[src/mct_pkg.sv]
// mct_pkg: shared types and register map constants for the multi comparator timer
package mct_pkg;

    // item kinds
    localparam logic [1:0] KIND_TICK  = 2'd0;
    localparam logic [1:0] KIND_READ  = 2'd1;
    localparam logic [1:0] KIND_WRITE = 2'd2;

    // global register offsets
    localparam logic [11:0] OFF_FRC_EN = 12'h100;
    localparam logic [11:0] OFF_CNT_LO = 12'h110;
    localparam logic [11:0] OFF_CNT_HI = 12'h114;

    // comparator blocks start at page 2 (0x200), one 0x100 page each
    localparam int unsigned COMP_BASE_PAGE = 2;
    localparam int unsigned MAX_COMPARATORS = 12;
    localparam int unsigned IRQ_W = 12;

    // offsets inside a comparator page
    localparam logic [7:0] C_TGT_LO = 8'h00;
    localparam logic [7:0] C_TGT_HI = 8'h04;
    localparam logic [7:0] C_MODE   = 8'h08;
    localparam logic [7:0] C_PERIOD = 8'h0C;
    localparam logic [7:0] C_ENABLE = 8'h10;
    localparam logic [7:0] C_INTEN  = 8'h14;
    localparam logic [7:0] C_STATUS = 8'h18;

    localparam logic [8:0] PRESCALE_RESET = 9'd3;

    // counter state seen by the comparators
    typedef struct packed {
        logic        inc;
        logic [63:0] cur;
        logic [63:0] nxt;
    } mct_cnt_t;

    // item presented to a comparator
    typedef struct packed {
        logic        go;
        logic [1:0]  kind;
        logic        sel;
        logic [7:0]  off;
        logic [31:0] wdata;
    } mct_cmd_t;

    // per-comparator result
    typedef struct packed {
        logic [31:0] rdata;
        logic        irq;
    } mct_cmp_out_t;

endpackage

[src/mct_counter.sv]
// mct_counter: prescaler, 64-bit free-running counter and global registers
module mct_counter
    import mct_pkg::*;
(
    input  logic        clk,
    input  logic        rst_n,
    input  logic        cfg_we,
    input  logic [8:0]  cfg_wdata,
    input  logic        go,
    input  logic [1:0]  kind,
    input  logic [11:0] addr,
    input  logic [31:0] wdata,
    output mct_cnt_t    cnt,
    output logic [31:0] rdata
);

    logic [8:0]  div_reg;
    logic [7:0]  pcount_reg;
    logic [7:0]  pcount_next;
    logic [63:0] counter_reg;
    logic        running_reg;
    logic        running_next;
    logic [7:0]  limit;
    logic        tick;

    // prescaler and increment decision
    assign limit = 8'(div_reg - 9'd1);
    assign tick  = go && (kind == KIND_TICK) && running_reg;

    always_comb
    begin
        cnt.cur     = counter_reg;
        cnt.inc     = tick && (pcount_reg >= limit);
        cnt.nxt     = cnt.inc ? counter_reg + 64'd1 : counter_reg;
        pcount_next = pcount_reg;
        if (tick)
        begin
            pcount_next = cnt.inc ? 8'd0 : pcount_reg + 8'd1;
        end
        running_next = running_reg;
        if (go && (kind == KIND_WRITE) && (addr == OFF_FRC_EN))
        begin
            running_next = wdata[0];
        end
    end

    // global register read decode
    always_comb
    begin
        rdata = 32'd0;
        if (kind == KIND_READ)
        begin
            unique case (addr)
                OFF_FRC_EN: rdata = {31'd0, running_reg};
                OFF_CNT_LO: rdata = counter_reg[31:0];
                OFF_CNT_HI: rdata = counter_reg[63:32];
                default:    rdata = 32'd0;
            endcase
        end
    end

    // state registers
    always_ff @(posedge clk or negedge rst_n)
    begin
        if (!rst_n)
        begin
            div_reg     <= PRESCALE_RESET;
            pcount_reg  <= 8'd0;
            counter_reg <= 64'd0;
            running_reg <= 1'b0;
        end
        else
        begin
            if (cfg_we)
            begin
                div_reg <= cfg_wdata;
            end
            pcount_reg  <= pcount_next;
            counter_reg <= cnt.nxt;
            running_reg <= running_next;
        end
    end

endmodule

[config.mk]
export PLATFORM = sky130hd
export DESIGN_NAME = mct_counter
export DESIGN_NICKNAME = d
export VERILOG_FILES = /design/src/mct_pkg.sv /design/src/mct_counter.sv
export SDC_FILE = /design/constraint.sdc
export NUM_CORES = 1
export LEC_CHECK = 0
export BUFFER_PORTS_ARGS = -buffer_cell sky130_fd_sc_hd__buf_2
export CAP_MARGIN = 30
export CORE_ASPECT_RATIO = 0.8
export CORE_MARGIN = 4
export CORE_UTILIZATION = 51
export DETAILED_ROUTE_END_ITERATION = 12
export GPL_ROUTABILITY_DRIVEN = 0
export PLACE_DENSITY = 0.95
export SLEW_MARGIN = 20
export SYNTH_ARGS = -nofsm -noshare
export SYNTH_HDL_FRONTEND = slang
export SYNTH_SLANG_ARGS = --single-unit
[constraint.sdc]
create_clock -name clk -period 5.2 [get_ports clk]
set_input_delay 0.52 -clock clk [delete_from_list [all_inputs] [get_ports clk]]
set_output_delay 0.52 -clock clk [all_outputs]
set_load 0.005 [all_outputs]
==> results_dict.tcl <==
set metrics [dict create \
    outcome "finished clean" \
    nets 741 \
    die_h_um 95.1 \
    relSlewSlack 0.384 \
    yosysTopAreaCellShare 0.409 \
    largest_reg_flops 64 \
    power.density_nw_per_um2 238 \
    initial_core_util 0.528 \
    grt_pass1_vias 4742 \
    yosys-top-cells-area "dfrtp_1 (41%), xor2_1 (12%), a22oi_1 (5.0%), nor2_1 (3.9%), nor4_1 (3.6%)" \
    cp.arrival_ps 3940 \
    hpwl_um 11500 \
    seq_area_frac_synth 0.420 \
    fmax_ghz 0.224 \
    syn_inst 494 \
    area_growth_pct 28.5 \
    worstPathRequired_ps 4680 \
    rr_endpoint "counter_reg[20]$_DFF_PN0_" \
    overflow 0 \
    cts_buffers 9 \
    n_antenna_cell 0 \
    fin_crit_ps 4460 \
    synth_edf_count 0 \
    fin_skew_ps 9.03 \
    viasPerCell 6.15 \
    routedWlPerCell_um 20.0 \
    hold_viol 0 \
    worstSetupEndpointType "output port" \
    clkLatencyLatePin_ps 340 \
    grt_setup_unrepaired "false" \
    start_kind "flop" \
    pin_count 220 \
    worstRegToRegCells 11 \
    drtAntennaViolNets 0 \
    dr_total_vias 4864 \
    core_area_um2 9150 \
    cts_tree "built" \
    setup_tns_ps 0 \
    clkTransAtPathRegs_ps 60 \
    cts_resized 0 \
    period_share 0.858 \
    cts_buffer_depth 2 \
    syn_area_per_cell_um2 9.79 \
    cts_setup_buffers 0 \
    port_buffers 187 \
    grt_use_total 0.280 \
    cts_hold_buf 0 \
    cts.sinks 81 \
    setup_viol 0 \
    async_flop_share 1.00 \
    dieArea_um2 11100 \
    drt_iter0_markers 324 \
    drc 0 \
    antenna_found_initial 0 \
    htreeDepth 3 \
    grt_max_degree 82 \
    vdd_drop_max_mv 0.187 \
    die_x_um 117 \
    grt_pass1_wl_um 24200 \
    leakagePower_uw 0.00336 \
    cp_max_fo 34 \
    maxCapViolCount 0 \
    rows 31 \
    synth.cell_area_um2 4840 \
    drive_above_1_share 0.361 \
    utilization 0.679 \
    ys_ff_latch 81 \
    ys_types 43 \
    timing.rr.start "div_reg[2]$_DFFE_PN0P_" \
    worstHoldPathType "input pin to asynchronous set/reset pin" \
    yosys_warnings 0 \
    path_class "flop to output port" \
    wl_um 15800 \
    first_pass_iters 5 \
    synth_fp_nets 564 \
    reg2reg_slack_ps 1650 \
    root_buffer "clkbuf_16" \
    drv_slew 0 \
    ys.flop_type "dfrtp_1" \
    tightest_slew_ps 922 \
    yosys.area.top_type "dfrtp_1" \
]
cells in the final DEF, fill, tap and decap left out, types with 2 or more instances in the layout:
| master | count |
|---|---|
| a211oi_1 | 2 |
| a21oi_1 | 3 |
| a22oi_1 | 32 |
| and3_1 | 7 |
| and4_1 | 5 |
| buf_2 | 186 |
| buf_4 | 6 |
| bufinv_16 | 4 |
| clkbuf_16 | 9 |
| clkinv_2 | 2 |
| dfrtp_1 | 79 |
| dfstp_2 | 2 |
| ha_1 | 11 |
| inv_1 | 7 |
| mux2_2 | 9 |
| nand2_1 | 37 |
| nand2b_1 | 3 |
| nand3_1 | 27 |
| nand4_1 | 20 |
| nand4_2 | 3 |
| nor2_1 | 50 |
| nor3_1 | 23 |
| nor3_2 | 2 |
| nor3b_1 | 3 |
| nor4_1 | 28 |
| nor4_2 | 6 |
| nor4_4 | 5 |
| nor4b_1 | 3 |
| nor4b_2 | 4 |
| o21ai_0 | 9 |
| xnor2_1 | 9 |
| xor2_1 | 64 |
Yosys cell counts (3+ instances only):
library cell	number
nand2b_1	3
nor3b_1	3
ha_1	11
nor4_4	5
nor2_1	50
mux2_2	9
buf_4	3
nand4_2	3
nand4_1	20
dfrtp_1	79
nor4b_2	4
and4_1	5
inv_1	7
nor4_1	28
buf_2	14
nor4b_1	3
a21oi_1	4
nand2_1	37
a22oi_1	32
xor2_1	64
clkbuf_1	10
nand3_1	27
and3_1	7
xnor2_1	9
nor4_2	6
o21ai_0	9
nor3_1	23
critical path: stages, from the launching register on:
cell and delay [ps]:
dfrtp_1 420, nor2_1 150, nand3_1 130, nor4_1 250, xnor2_1 160, ha_1 270, a21oi_1 170, o21ai_0 230
a21oi_4 770, buf_4 500, nor4_1 130, xor2_1 250, buf_2 160
worst max-delay path by stage:
stage | to | cells after the start | startpoint
6_report | cnt[20] | 12 | div_reg[2]$_DFFE_PN0P_
5_1_grt | cnt[36] | 12 | div_reg[3]$_DFFE_PN0P_
4_1_cts | cnt[36] | 12 | div_reg[2]$_DFFE_PN0P_
3_5_place_dp | cnt[36] | 12 | div_reg[2]$_DFFE_PN0P_
3_3_place_gp | cnt[36] | 12 | div_reg[2]$_DFFE_PN0P_
2_1_floorplan | cnt[1] | 12 | div_reg[0]$_DFFE_PN1P_
where the power goes:
group	switching (uW)	internal, uW
sequential	6.19	637
clock	254	516
combinational	37.0	26.0
kinds of logic (layout without fill, tap and decap cells):
| kind of cell | after synthesis | in the layout | synth area share |
|---|---|---|---|
| XOR/XNOR | 73 | 73 | 0.132 |
| flip-flops | 81 | 81 | 0.420 |
| AND/OR/NAND/NOR | 237 | 237 | 0.296 |
| AO/OA/AOI/OAI | 49 | 49 | 0.0701 |
| multiplexers | 9 | 9 | 0.0210 |
| adder cells (fa/ha/maj) | 11 | 11 | 0.0285 |
| buffers and inverters | 34 | 216 | 0.0323 |
per-stage QoR:
step	power [uW]	setup slack [ps]	hold WS, ps	instance area [um2]	instances
final	1480	740	220	6210	791
after global routing	1520	389	294	6210	791
after detailed placement	718	1120	532	5850	775
after global placement	712	1260	505	5850	775
after floorplan	684	2080	224	4840	494
after CTS	1490	732	385	6210	791
layer usage:
metal  GRT usage  vias up  part of all wire
met3      0.0628       51             0.087
met2       0.456      280              0.47
li1            -     2162                 -
met5           0        -                 0
met1       0.368     2371              0.41
met4      0.0984        0             0.027
cell type report:
type,instances,area [um2]
Clock buffer,10,229
Tap cell,115,144
Sequential cell,81,2030
Clock inverter,6,130
Inverter,7,26.3
Fill cell,698,2940
Multi-Input combinational cell,379,2670
Timing Repair Buffer,193,987
(Power assumes the default switching activity.)
