### src/mct_pkg.sv
// mct_pkg: shared types and register map constants for the multi comparator timer
package mct_pkg;

    // item kinds
    localparam logic [1:0] KIND_TICK  = 2'd0;
    localparam logic [1:0] KIND_READ  = 2'd1;
    localparam logic [1:0] KIND_WRITE = 2'd2;

    // global register offsets
    localparam logic [11:0] OFF_FRC_EN = 12'h100;
    localparam logic [11:0] OFF_CNT_LO = 12'h110;
    localparam logic [11:0] OFF_CNT_HI = 12'h114;

    // comparator blocks start at page 2 (0x200), one 0x100 page each
    localparam int unsigned COMP_BASE_PAGE = 2;
    localparam int unsigned MAX_COMPARATORS = 12;
    localparam int unsigned IRQ_W = 12;

    // offsets inside a comparator page
    localparam logic [7:0] C_TGT_LO = 8'h00;
    localparam logic [7:0] C_TGT_HI = 8'h04;
    localparam logic [7:0] C_MODE   = 8'h08;
    localparam logic [7:0] C_PERIOD = 8'h0C;
    localparam logic [7:0] C_ENABLE = 8'h10;
    localparam logic [7:0] C_INTEN  = 8'h14;
    localparam logic [7:0] C_STATUS = 8'h18;

    localparam logic [8:0] PRESCALE_RESET = 9'd3;

    // counter state seen by the comparators
    typedef struct packed {
        logic        inc;
        logic [63:0] cur;
        logic [63:0] nxt;
    } mct_cnt_t;

    // item presented to a comparator
    typedef struct packed {
        logic        go;
        logic [1:0]  kind;
        logic        sel;
        logic [7:0]  off;
        logic [31:0] wdata;
    } mct_cmd_t;

    // per-comparator result
    typedef struct packed {
        logic [31:0] rdata;
        logic        irq;
    } mct_cmp_out_t;

endpackage

### src/mct_comparator.sv
// mct_comparator: one compare timer with its registers, match and re-arm logic
module mct_comparator
    import mct_pkg::*;
(
    input  logic         clk,
    input  logic         rst_n,
    input  mct_cnt_t     cnt,
    input  mct_cmd_t     cmd,
    output mct_cmp_out_t res
);

    logic [31:0] period_reg;
    logic [31:0] period_next;
    logic [63:0] target_reg;
    logic [63:0] target_next;
    logic        circular_reg;
    logic        circular_next;
    logic        enabled_reg;
    logic        enabled_next;
    logic        armed_reg;
    logic        armed_next;
    logic        inten_reg;
    logic        inten_next;
    logic        status_reg;
    logic        status_next;
    logic        wr;
    logic        bit0;

    assign wr   = cmd.go && cmd.sel && (cmd.kind == KIND_WRITE);
    assign bit0 = cmd.wdata[0];

    // match on increment, then register writes
    always_comb
    begin
        period_next   = period_reg;
        target_next   = target_reg;
        circular_next = circular_reg;
        enabled_next  = enabled_reg;
        armed_next    = armed_reg;
        inten_next    = inten_reg;
        status_next   = status_reg;

        if (cnt.inc && armed_reg && (cnt.nxt == target_reg))
        begin
            status_next = 1'b1;
            if (circular_reg)
            begin
                target_next = target_reg + {32'd0, period_reg};
            end
            else
            begin
                armed_next = 1'b0;
            end
        end

        if (wr)
        begin
            unique case (cmd.off)
                C_MODE:   circular_next = bit0;
                C_PERIOD: period_next = cmd.wdata;
                C_ENABLE:
                begin
                    if (bit0 && !enabled_reg)
                    begin
                        enabled_next = 1'b1;
                        armed_next   = 1'b1;
                        target_next  = cnt.cur + {32'd0, period_reg};
                    end
                    else if (!bit0)
                    begin
                        enabled_next = 1'b0;
                        armed_next   = 1'b0;
                    end
                end
                C_INTEN:  inten_next = bit0;
                C_STATUS:
                begin
                    if (bit0)
                    begin
                        status_next = 1'b0;
                    end
                end
                default: ;
            endcase
        end
    end

    // read decode and interrupt level after the item
    always_comb
    begin
        res.rdata = 32'd0;
        if (cmd.sel && (cmd.kind == KIND_READ))
        begin
            unique case (cmd.off)
                C_TGT_LO: res.rdata = target_reg[31:0];
                C_TGT_HI: res.rdata = target_reg[63:32];
                C_MODE:   res.rdata = {31'd0, circular_reg};
                C_PERIOD: res.rdata = period_reg;
                C_ENABLE: res.rdata = {31'd0, enabled_reg};
                C_INTEN:  res.rdata = {31'd0, inten_reg};
                C_STATUS: res.rdata = {31'd0, status_reg};
                default:  res.rdata = 32'd0;
            endcase
        end
        res.irq = status_next && inten_next;
    end

    // state registers, advanced only when an item is applied
    always_ff @(posedge clk or negedge rst_n)
    begin
        if (!rst_n)
        begin
            period_reg   <= 32'd0;
            target_reg   <= 64'd0;
            circular_reg <= 1'b0;
            enabled_reg  <= 1'b0;
            armed_reg    <= 1'b0;
            inten_reg    <= 1'b0;
            status_reg   <= 1'b0;
        end
        else if (cmd.go)
        begin
            period_reg   <= period_next;
            target_reg   <= target_next;
            circular_reg <= circular_next;
            enabled_reg  <= enabled_next;
            armed_reg    <= armed_next;
            inten_reg    <= inten_next;
            status_reg   <= status_next;
        end
    end

endmodule

### config.mk
export PLATFORM = sky130hd
export DESIGN_NAME = mct_comparator
export DESIGN_NICKNAME = d
export VERILOG_FILES = /design/src/mct_pkg.sv /design/src/mct_comparator.sv
export SDC_FILE = /design/constraint.sdc
export NUM_CORES = 1
export LEC_CHECK = 0
export ABC_AREA = 1
export BUFFER_PORTS_ARGS = -buffer_cell sky130_fd_sc_hd__buf_4
export CORE_MARGIN = 1
export CORE_UTILIZATION = 30
export CTS_CLUSTER_SIZE = 14
export DETAILED_ROUTE_END_ITERATION = 10
export GPL_TIMING_DRIVEN = 0
export PLACE_DENSITY_LB_ADDON = 0.25
export SLEW_MARGIN = 20
export SYNTH_ARGS = -nofsm -noshare
export SYNTH_HDL_FRONTEND = slang
export SYNTH_SLANG_ARGS = --single-unit
### constraint.sdc
create_clock -name clk -period 3.6 [get_ports clk]
set_input_delay 0.54 -clock clk [delete_from_list [all_inputs] [get_ports clk]]
set_output_delay 0.54 -clock clk [all_outputs]
set_load 0.05 [all_outputs]
==> run_results.csv <==
group,metric,value,unit
run_status,status,"finished with violations",
run_status,violations,"setup timing",
timing,grt_setup_unrepaired,"false",
cells_and_area,final_cell_mix,"1085 x nand2_1, 387 x inv_1, 291 x nor2_1, 208 x buf_4, 201 x nand3_1",
die,dieHeight,226,um
timing,finalSetupViolCount,1,
power_and_ir_drop,ir_worst_vdd,0.175,mV
cells_and_area,nets,3265,
critical_path,worst_setup_path_end_kind,"register",
clocking,path_clk_slew,0.10,ns
critical_path,cpMaxStageDelayCell,"o21ai_0",
route,dr.pass1.iters,6,
critical_path,criticalPathCategory,"reg -> reg",
global_routing,grt_pass1_wl,122000,um
route,ant_nets,0,
timing,setup_tns,-0.00101,ns
clocking,clk_latency,0.42,ns
timing,slew_viol_final,0,
route,wl,86600,um
power_and_ir_drop,p_leak,9.37,nW
place,dp_cells,3679,
job,drv_cap,0,
timing,layout_setup_ws,-0.00101,ns
cells_and_area,fillers,5749,
logic_synthesis,synthesis.area,15000,um^2
cells_and_area,stdcell_count,3693,
clocking,cts_root_buffer,"clkbuf_16",
die,initial_core_util,30.5,%
timing,tightest_slew,1.11,ns
logic_synthesis,yosys-top-cells-area,"nand2_1 27%, dfrtp_1 17%, inv_1 9.7%, nor2_1 7.3%, nand3_1 6.7%",
critical_path,crit_family,"simple AND/OR/NAND/NOR gates",
cells_and_area,ff_latch_area,2530,um^2
critical_path,cp.arrival,3.96,ns
critical_path,path_cells,"inv_1, nand2_1, nand4_1, nor2_1, nand2_1, nor2_1, nand3_2, nor2_4, inv_1, clkbuf_1, o21ai_0, nand3_1, nand2_1",
route,via_per_inst,5.28,
clocking,clock_path_buffers,2,
logic_synthesis,ys_warn_count,0,
critical_path,critPathLaunchType,"register",
cells_and_area,final_common_cell,"nand2_1",
logic_synthesis,synth_ff_type,"dfrtp_1",
logic_synthesis,synth.top_cell.area_share,27.2,%
timing,clock_skew,0.0233,ns
critical_path,timing.critical_path.buf_inv,3,
route,drt_iter0_markers,2130,
power_and_ir_drop,power_density,242,nW/um^2
logic_synthesis,netlist_instances,2808,
timing,hold_violations,0,
timing,slew_headroom,25.6,%
cells_and_area,layout-drive-gt1-share,9.94,%
clocking,htree_num_levels,3,
worst_hold_path,hp-class,"in -> async",
die,core,49200,um^2
global_routing,overflow,0,
clocking,cts-hold-fix-buffers,0,
logic_synthesis,async_flop_share,100,%
global_routing,antenna_found_initial,0,
timing,post-route-period-util,100,%
cells_and_area,area_growth,18.1,%
place,portBuffers,206,
cells_and_area,largest_reg_flops,64,
critical_path,required,3.96,ns
clocking,numCtsBuffers,9,
critical_path,critPathMaxFanout,10,
clocking,clkSinkCount,101,
place,gp_congestion,1.05,
logic_synthesis,yosysTopAreaCell,"nand2_1",
logic_synthesis,synth_cell_types,46,
global_routing,track_usage,33.9,%
timing,post-route-min-period,3.60,ns
timing,max_freq,0.278,GHz
route,drc,0,
global_routing,first_global_vias,18300,
die,ioPinCount,208,
place,dp_hpwl,74100,um
cells_and_area,antenna_cells,0,
critical_path,cpPeakStageDelay,0.50,ns
route,vias,19500,
route,detail_route.wl_per_cell,23.4,um
die,die_width,226,um
cells_and_area,multi_input_area,10700,um^2
die,dieArea,50900,um^2
logic_synthesis,synth-seq-cells,101,
critical_path,critPathMostFrequentCell,"nand2_1",
clocking,cts_tree,"yes",
logic_synthesis,syn_nets,3049,
clocking,postCtsSetupBuffers,0,
logic_synthesis,yosysSeqAreaShare,16.9,%
logic_synthesis,avgSynthCellArea,5.34,um^2
global_routing,grt_max_degree,69,
logic_synthesis,synth_edf_count,0,
die,floorplan.rows,81,
-- path summary, 6_finish.rpt --
check                              start        endpoint  slack [ns]  cells after the start
setup reg to reg           target_reg[7]  target_reg[26]      -0.001                     13
hold / removal                     rst_n  target_reg[56]        0.04                      1
setup / recovery           target_reg[7]  target_reg[26]      -0.001                     13
hold reg to reg               status_reg      status_reg        0.53                      2
min in group clk                 cmd[26]  period_reg[26]        0.34                      2
max in group asynchronous          rst_n  period_reg[28]        2.82                      2
-- layout make-up --
cell class	count	area share [%]
clock inverters	7	0.473
inverters	401	8.52
clock buffers	9	1.27
flip-flops and latches	101	14.3
repair buffers	207	8.91
multi-input cells	2240	60.2
plain buffers	64	1.67
well taps	664	4.69
-- cell usage after synthesis, drive strengths merged (2+ instances only) --
library cell	n
nor2	292
o22ai	20
a21o	4
and2	6
a21boi	2
o211ai	8
clkbuf	40
clkinv	2
o21a	6
mux2	30
nand2	1086
xnor2	27
o21bai	10
or2	9
inv	399
buf	26
nor4	16
fa	2
and3	5
nand3	202
nor3	35
xor2	8
a31oi	9
a21oi	180
dfrtp	101
o21ai	125
o221ai	3
nand3b	13
a22oi	11
ha	64
nand4	62
-- through the flow --
stage                     hold WS (ns)  utilization (%)  cell area, um^2  power, mW  setup WS [ns]
after floorplan                  0.244                -            15000       2.27          0.530
after global placement           0.497             35.3            17400       3.07         -0.196
after detailed placement         0.492             35.4            17400       3.07         -0.165
after CTS                       0.0485             36.0            17700       4.22         0.0976
after global routing            0.0674             36.0            17700       4.46         0.0182
final                           0.0365             36.0            17700       4.29       -0.00101
-- kinds of logic after synthesis --
logic type / share of synthesized area, %
and+or+nand+nor: 47.3
buffers and inverters: 12.1
xor gates and xnor gates: 2.04
muxes: 2.32
adders and majority gates: 5.61
AOI/OAI and AO/OA: 13.8
DFF: 16.9
-- layer usage --
layer	GRT usage (%)	part of all wire [%]	vias up	wire [um]
li1	-	-	9437	-
met1	44.8	43	9073	37200
met2	54.4	44	850	38500
met3	4.92	7.8	141	6750
met4	15.2	4.8	0	4140
met5	0	0	-	0
-- timing repair --
| item | CTS | global route |
|---|---|---|
| endpoints found under the setup margin | 6 | 6 |
| gates resized for setup | 0 | 2 |
| hold endpoints to repair | 0 | 0 |
| pin swaps | 0 | 0 |
-- power breakdown --
part / internal (mW) / total, mW / switching, mW / leakage [nW]
logic: 0.519 / 1.63 / 1.11 / 7.87
registers: 1.24 / 1.50 / 0.257 / 1.35
clock network: 0.506 / 1.15 / 0.649 / 0.152
Note: power is estimated with default switching activity, not from simulation.
